$ cat config.mk
export PLATFORM = sky130hd
export DESIGN_NAME = sns_front
export DESIGN_NICKNAME = d
export VERILOG_FILES = /design/src/sns_pkg.sv /design/src/sns_front.sv
export SDC_FILE = /design/constraint.sdc
export NUM_CORES = 1
export LEC_CHECK = 0
export BUFFER_PORTS_ARGS = -buffer_cell sky130_fd_sc_hd__buf_2
export CORE_MARGIN = 2
export CORE_UTILIZATION = 45
export DETAILED_ROUTE_END_ITERATION = 8
export GPL_ROUTABILITY_DRIVEN = 1
export MAX_ROUTING_LAYER = met4
export PLACE_DENSITY = 0.73
export SETUP_SLACK_MARGIN = 0.2
export SLEW_MARGIN = 20
export SYNTH_ARGS = -nofsm -noshare
export SYNTH_HDL_FRONTEND = slang
export SYNTH_SLANG_ARGS = --single-unit
$ cat constraint.sdc
create_clock -name clock -period 5.8 [get_ports clock]
set_input_delay 1.16 -clock clock [delete_from_list [all_inputs] [get_ports clock]]
set_output_delay 1.16 -clock clock [all_outputs]
set_load 0.01 [all_outputs]
$ cat src/sns_pkg.sv
// ----------------------------------------------------------------------------
// sns_pkg
// shared constants, types and functions for the sha-256 nonce search
// ----------------------------------------------------------------------------
package sns_pkg;

   localparam logic [31:0] NONCE_LIMIT   = 32'd2176782335;
   localparam logic [24:0] SEARCH_RESET  = 25'd10000000;
   localparam int          MAX_DIGITS    = 6;
   localparam int          ID_LEN        = 10;
   localparam int          BLOCK_LEN     = 12;
   localparam int          QUEUE_DEPTH   = 2;

   // register indexes on the csr port
   localparam logic [2:0] REG_ID_HI    = 3'd0;
   localparam logic [2:0] REG_ID_LO    = 3'd1;
   localparam logic [2:0] REG_BLK_HI   = 3'd2;
   localparam logic [2:0] REG_BLK_LO   = 3'd3;
   localparam logic [2:0] REG_TARGET   = 3'd4;
   localparam logic [2:0] REG_COUNT    = 3'd5;

   typedef struct packed {
      logic        empty;     // nothing to hash, report at once
      logic [31:0] nonce;
   } job_type;

   typedef struct packed {
      logic        found;
      logic [31:0] nonce;
      logic [47:0] prefix;
      logic [24:0] tried;
   } result_type;

   typedef enum logic [1:0] {
      ST_IDLE,
      ST_HASH,
      ST_DONE
   } search_state_type;

   function automatic logic [31:0] kround(input logic [5:0] i);
      logic [31:0] k [64];
      k = '{
         32'h428a2f98,32'h71374491,32'hb5c0fbcf,32'he9b5dba5,32'h3956c25b,32'h59f111f1,
         32'h923f82a4,32'hab1c5ed5,32'hd807aa98,32'h12835b01,32'h243185be,32'h550c7dc3,
         32'h72be5d74,32'h80deb1fe,32'h9bdc06a7,32'hc19bf174,32'he49b69c1,32'hefbe4786,
         32'h0fc19dc6,32'h240ca1cc,32'h2de92c6f,32'h4a7484aa,32'h5cb0a9dc,32'h76f988da,
         32'h983e5152,32'ha831c66d,32'hb00327c8,32'hbf597fc7,32'hc6e00bf3,32'hd5a79147,
         32'h06ca6351,32'h14292967,32'h27b70a85,32'h2e1b2138,32'h4d2c6dfc,32'h53380d13,
         32'h650a7354,32'h766a0abb,32'h81c2c92e,32'h92722c85,32'ha2bfe8a1,32'ha81a664b,
         32'hc24b8b70,32'hc76c51a3,32'hd192e819,32'hd6990624,32'hf40e3585,32'h106aa070,
         32'h19a4c116,32'h1e376c08,32'h2748774c,32'h34b0bcb5,32'h391c0cb3,32'h4ed8aa4a,
         32'h5b9cca4f,32'h682e6ff3,32'h748f82ee,32'h78a5636f,32'h84c87814,32'h8cc70208,
         32'h90befffa,32'ha4506ceb,32'hbef9a3f7,32'hc67178f2};
      return k[i];
   endfunction

   function automatic logic [255:0] hinit();
      return {32'h6a09e667,32'hbb67ae85,32'h3c6ef372,32'ha54ff53a,
              32'h510e527f,32'h9b05688c,32'h1f83d9ab,32'h5be0cd19};
   endfunction

   function automatic logic [7:0] b36_char(input logic [5:0] d);
      logic [7:0] c;
      if (d < 6'd10) c = 8'h30 + {2'b00, d};
      else           c = 8'h57 + {2'b00, d};
      return c;
   endfunction

   function automatic logic [31:0] rotr(input logic [31:0] x, input int n);
      return (x >> n) | (x << (32 - n));
   endfunction

endpackage

$ cat src/sns_front.sv
// ----------------------------------------------------------------------------
// sns_front
// accepts search requests, flags empty ranges and queues them for the engine
// ----------------------------------------------------------------------------
module sns_front
   import sns_pkg::*;
(
   input  logic          clock,
   input  logic          reset,
   input  logic          req_valid,
   output logic          req_ready,
   input  logic [31:0]   req_start_nonce,
   input  logic [24:0]   search_count,
   output logic          job_valid,
   input  logic          job_ready,
   output job_type       job
);

   localparam int PW = $clog2(QUEUE_DEPTH);

   job_type          q_ff [QUEUE_DEPTH];
   logic [PW-1:0]    wr_ff, wr_in, rd_ff, rd_in;
   logic [PW:0]      cnt_ff, cnt_in;
   logic             push, pop;
   job_type          nj;

   assign req_ready = (cnt_ff != PW'(0) + (PW+1)'(QUEUE_DEPTH)) ? 1'b1 : 1'b0;
   assign push      = req_valid & req_ready;
   assign job_valid = cnt_ff != '0;
   assign pop       = job_valid & job_ready;
   assign job       = q_ff[rd_ff];

   always_comb begin
      nj.nonce = req_start_nonce;
      nj.empty = (req_start_nonce > NONCE_LIMIT) || (search_count == '0);
      wr_in  = push ? wr_ff + 1'b1 : wr_ff;
      rd_in  = pop  ? rd_ff + 1'b1 : rd_ff;
      cnt_in = cnt_ff + {{PW{1'b0}}, push} - {{PW{1'b0}}, pop};
   end

   always_ff @(posedge clock) begin
      if (reset) begin
         wr_ff  <= '0;
         rd_ff  <= '0;
         cnt_ff <= '0;
      end else begin
         wr_ff  <= wr_in;
         rd_ff  <= rd_in;
         cnt_ff <= cnt_in;
      end
      if (push) q_ff[wr_ff] <= nj;
   end

   assert property (@(posedge clock) disable iff (reset)
      cnt_ff <= (PW+1)'(QUEUE_DEPTH))
      else $error("queue overfilled");
   assert property (@(posedge clock) disable iff (reset)
      push && !pop |=> cnt_ff == $past(cnt_ff) + 1'b1)
      else $error("push lost");
   assert property (@(posedge clock) disable iff (reset)
      !push && pop |=> cnt_ff == $past(cnt_ff) - 1'b1)
      else $error("pop lost");

endmodule

==> flow_metrics.tcl <==
set metrics [dict create \
    combinational_family_with_the_most_area_after_synthesis "multiplexers" \
    synth.ff_latch_count 71 \
    timing.critical_path.to_type "output port" \
    crit_path_start_kind "flop" \
    synth_fa_ha_area_share_pct 0.924 \
    critPathTopFamily "flip-flops" \
    clock_tree.root_cell "sky130_fd_sc_hd__clkbuf_8" \
    number_of_maximum_capacitance_constraint_violations 0 \
    critical_path.cell_chain "buf_4 -> mux2_2 -> buf_2" \
    worst_setup_hold_path_clk_slew_ps 60 \
    first_iter_violations 80 \
    grt_start_max_net_pins 34 \
    die_width_um 81.6 \
    synth.distinct_cells 24 \
    power.ir.vdd_worst_uv 261 \
    finalHoldViolCount 0 \
    syn_area_um2 2710 \
    synth_compound_area_share_pct 0.647 \
    required_time_of_the_critical_path_ps 4640 \
    r2r_end "q_ff[0][28]" \
    floorplan.rows 28 \
    relSlewSlack_pct 37.6 \
    synth.cells.most_frequent "sky130_fd_sc_hd__edfxtp_1, sky130_fd_sc_hd__mux2_2, sky130_fd_sc_hd__nor2_1, sky130_fd_sc_hd__nor4_1, sky130_fd_sc_hd__dfxtp_1" \
    drt_drc_violations_left 0 \
    setup-violations-final 0 \
    grt_pass1_wl_um 7090 \
    detailedRoute.firstPassIterationCount 4 \
    drive_above_1_share_pct 57.7 \
    syn_avg_cell_area_um2 18.7 \
    synthMostInstantiatedCell "sky130_fd_sc_hd__edfxtp_1" \
    ff2ff_path_depth 3 \
    synth-main-ff-cell "sky130_fd_sc_hd__edfxtp_1" \
    leakage_nw 1.35 \
    cp-endpoint "job[21]" \
    met3WireLength_um 345 \
    synth_cells 145 \
    first_global_vias 1542 \
    power_density_nw_per_um2 398 \
    synth-async-reset-ratio_pct 0 \
    cts_max_path_bufs 2 \
    routed_wirelength_um 4790 \
    finalWeightedCongestion 0.761 \
    die_area_um2 6660 \
    post-route-min-period_ps 3100 \
    fin_setup_tns_ps 0 \
    critical_path_peak_fanout 21 \
    cp.depth 3 \
    met1Wirelength_um 2050 \
    cts.sink_count 71 \
    rr_startpoint "cnt_ff[0]" \
    worst_ep_arrival_time_ps 1940 \
    yosys-mux-area-fraction_pct 13.7 \
    cts.htree.levels 3 \
    synth_area_leader_cell "sky130_fd_sc_hd__edfxtp_1" \
    ctsHoldBuffers 0 \
    post_synth_and_or_nand_nor_area_fraction_pct 5.73 \
    finalMaxSlewViolations 0 \
    clock_tree_from_tritoncts "done" \
    route.antenna.remaining_nets 0 \
    synth.yosys.warnings 0 \
    detail_route.wl_per_cell_um 14.6 \
    vias 1607 \
    seq_area_frac_synth_pct 76.9 \
    grtUsageTotal_pct 15.1 \
    number_of_antenna_violations_at_the_first_check_in_global_routing 0 \
    timing_worst_setup_path_type "flop to output port" \
    worst_tran_pin_value_ps 933 \
    initial_core_util_pct 46.0 \
    post_drt_via_cell_ratio 4.90 \
    area_growth_syn_to_layout_pct 27.7 \
    ioPinCount 96 \
    cp.buffers_inverters 2 \
    chipHeight_um 81.6 \
    syn_nets 208 \
    routed-wl-met2_um 2340 \
    ys_top_cells_by_area "sky130_fd_sc_hd__edfxtp_1, sky130_fd_sc_hd__mux2_2, sky130_fd_sc_hd__dfxtp_1, sky130_fd_sc_hd__nor4_1, sky130_fd_sc_hd__nor2_1" \
    finalNetCount 312 \
    dp_hpwl_um 3370 \
    antenna_cells_inserted 0 \
    yosys.area_share.xor_xnor_pct 1.29 \
    cts_made_buffers 9 \
    reg2reg_slack_ps 4050 \
    buffer_ports.inserted 95 \
    status "complete, no violations" \
    worst_clock_skew_ps 7.59 \
    cpMaxStageDelayCell "sky130_fd_sc_hd__dfxtp_1" \
    synth-edff-count 66 \
    rsz_0062_raised_after_global_routing "no" \
    gr-total-overflow 0 \
    setup_bufs_post_cts 0 \
    synth_top_cell_area_share_pct 73.2 \
    top_layer_used "met4" \
    final.period_utilization_pct 53.4 \
    cts.repair.resized 0 \
    cp_slowest_stage_delay_ps 690 \
    finalCoreUtilization_pct 58.8 \
    holdCritPathClass "flop to flop" \
    timing.fmax_ghz 0.323 \
    clk_latency_ps 330 \
    fp.coreArea_um2 5890 \
]
-- worst min path at each step --
stage                        to  startpoint  slack [ps]  cells past startpoint
after detailed placement  rd_ff       rd_ff         500                      2
after floorplan            flop       rd_ff         480                      2
after global placement    rd_ff       rd_ff         500                      2
after CTS                 rd_ff       rd_ff         530                      2
final                      flop       rd_ff         520                      2
after global routing      rd_ff       rd_ff         550                      2
-- area by class of cell --
class                   instances  area (um^2)
repair buffers                 97          490
multi-input cells              69          612
clock buffers                   9          124
inverters                       1         3.75
well taps                      75         93.8
clock inverters                 6         52.6
flip-flops and latches         71         2080
fillers                       481         2430
-- per-layer routing --
metal	vias to the layer above	track usage (%)
met3	6	3.52
met4	0	7.50
li1	777	-
met1	757	17.8
met2	67	24.5
met5	-	-
-- stage by stage --
stage,worst slack [ps],cells,power (mW),hold slack (ps),instance area [um^2]
after floorplan,2730,145,0.906,481,2710
after global placement,3010,313,1.04,496,3280
after detailed placement,2990,313,1.04,504,3280
after CTS,2620,328,1.40,528,3460
after global routing,2570,328,1.45,546,3460
final,2700,328,1.38,523,3460
-- layout by cell type, fill, tap and decap left out --
cell type,count
sky130_fd_sc_hd__clkbuf_8,9
sky130_fd_sc_hd__nor2b_1,1
sky130_fd_sc_hd__o22ai_1,1
sky130_fd_sc_hd__buf_4,2
sky130_fd_sc_hd__buf_2,95
sky130_fd_sc_hd__edfxtp_1,66
sky130_fd_sc_hd__a221o_2,1
sky130_fd_sc_hd__nand2b_1,1
sky130_fd_sc_hd__nand2_1,2
sky130_fd_sc_hd__nor2_1,6
sky130_fd_sc_hd__mux2_2,33
sky130_fd_sc_hd__nor4_1,7
sky130_fd_sc_hd__bufinv_16,1
sky130_fd_sc_hd__and3_1,2
sky130_fd_sc_hd__and2_1,1
sky130_fd_sc_hd__nor3_1,1
sky130_fd_sc_hd__clkinv_2,3
sky130_fd_sc_hd__xor2_1,2
sky130_fd_sc_hd__clkinv_1,2
sky130_fd_sc_hd__nor2_4,1
sky130_fd_sc_hd__or2_2,1
sky130_fd_sc_hd__ha_1,2
sky130_fd_sc_hd__inv_1,1
sky130_fd_sc_hd__dfxtp_1,5
sky130_fd_sc_hd__nand4b_1,1
sky130_fd_sc_hd__xnor2_1,2
sky130_fd_sc_hd__or4b_1,1
sky130_fd_sc_hd__nand4_1,1
sky130_fd_sc_hd__nand3_1,2
-- state kept, by name, indices dropped and copies added (netlist names), named ones only --
signal	count
cnt_ff	2
rd_ff	1
q_ff	66
wr_ff	1
-- worst min-delay path: stages (launching register included) --
cell,delay (ps)
sky130_fd_sc_hd__dfxtp_1,330
sky130_fd_sc_hd__xnor2_1,80
sky130_fd_sc_hd__nor2_1,80
-- cell families after synthesis --
family                     after synthesis
AOI/OAI and AO/OA                        2
xor gates and xnor gates                 4
adders and majority gates                2
buffers and inverters                    5
DFF                                     71
muxes                                   33
and+or+nand+nor                         28
-- power breakdown --
part           leakage (nW)  switching (mW)  internal, mW
Sequential            0.658          0.0318         0.652
Combinational         0.595           0.173         0.168
Clock                0.0937           0.161         0.191
(Power assumes the default switching activity.)
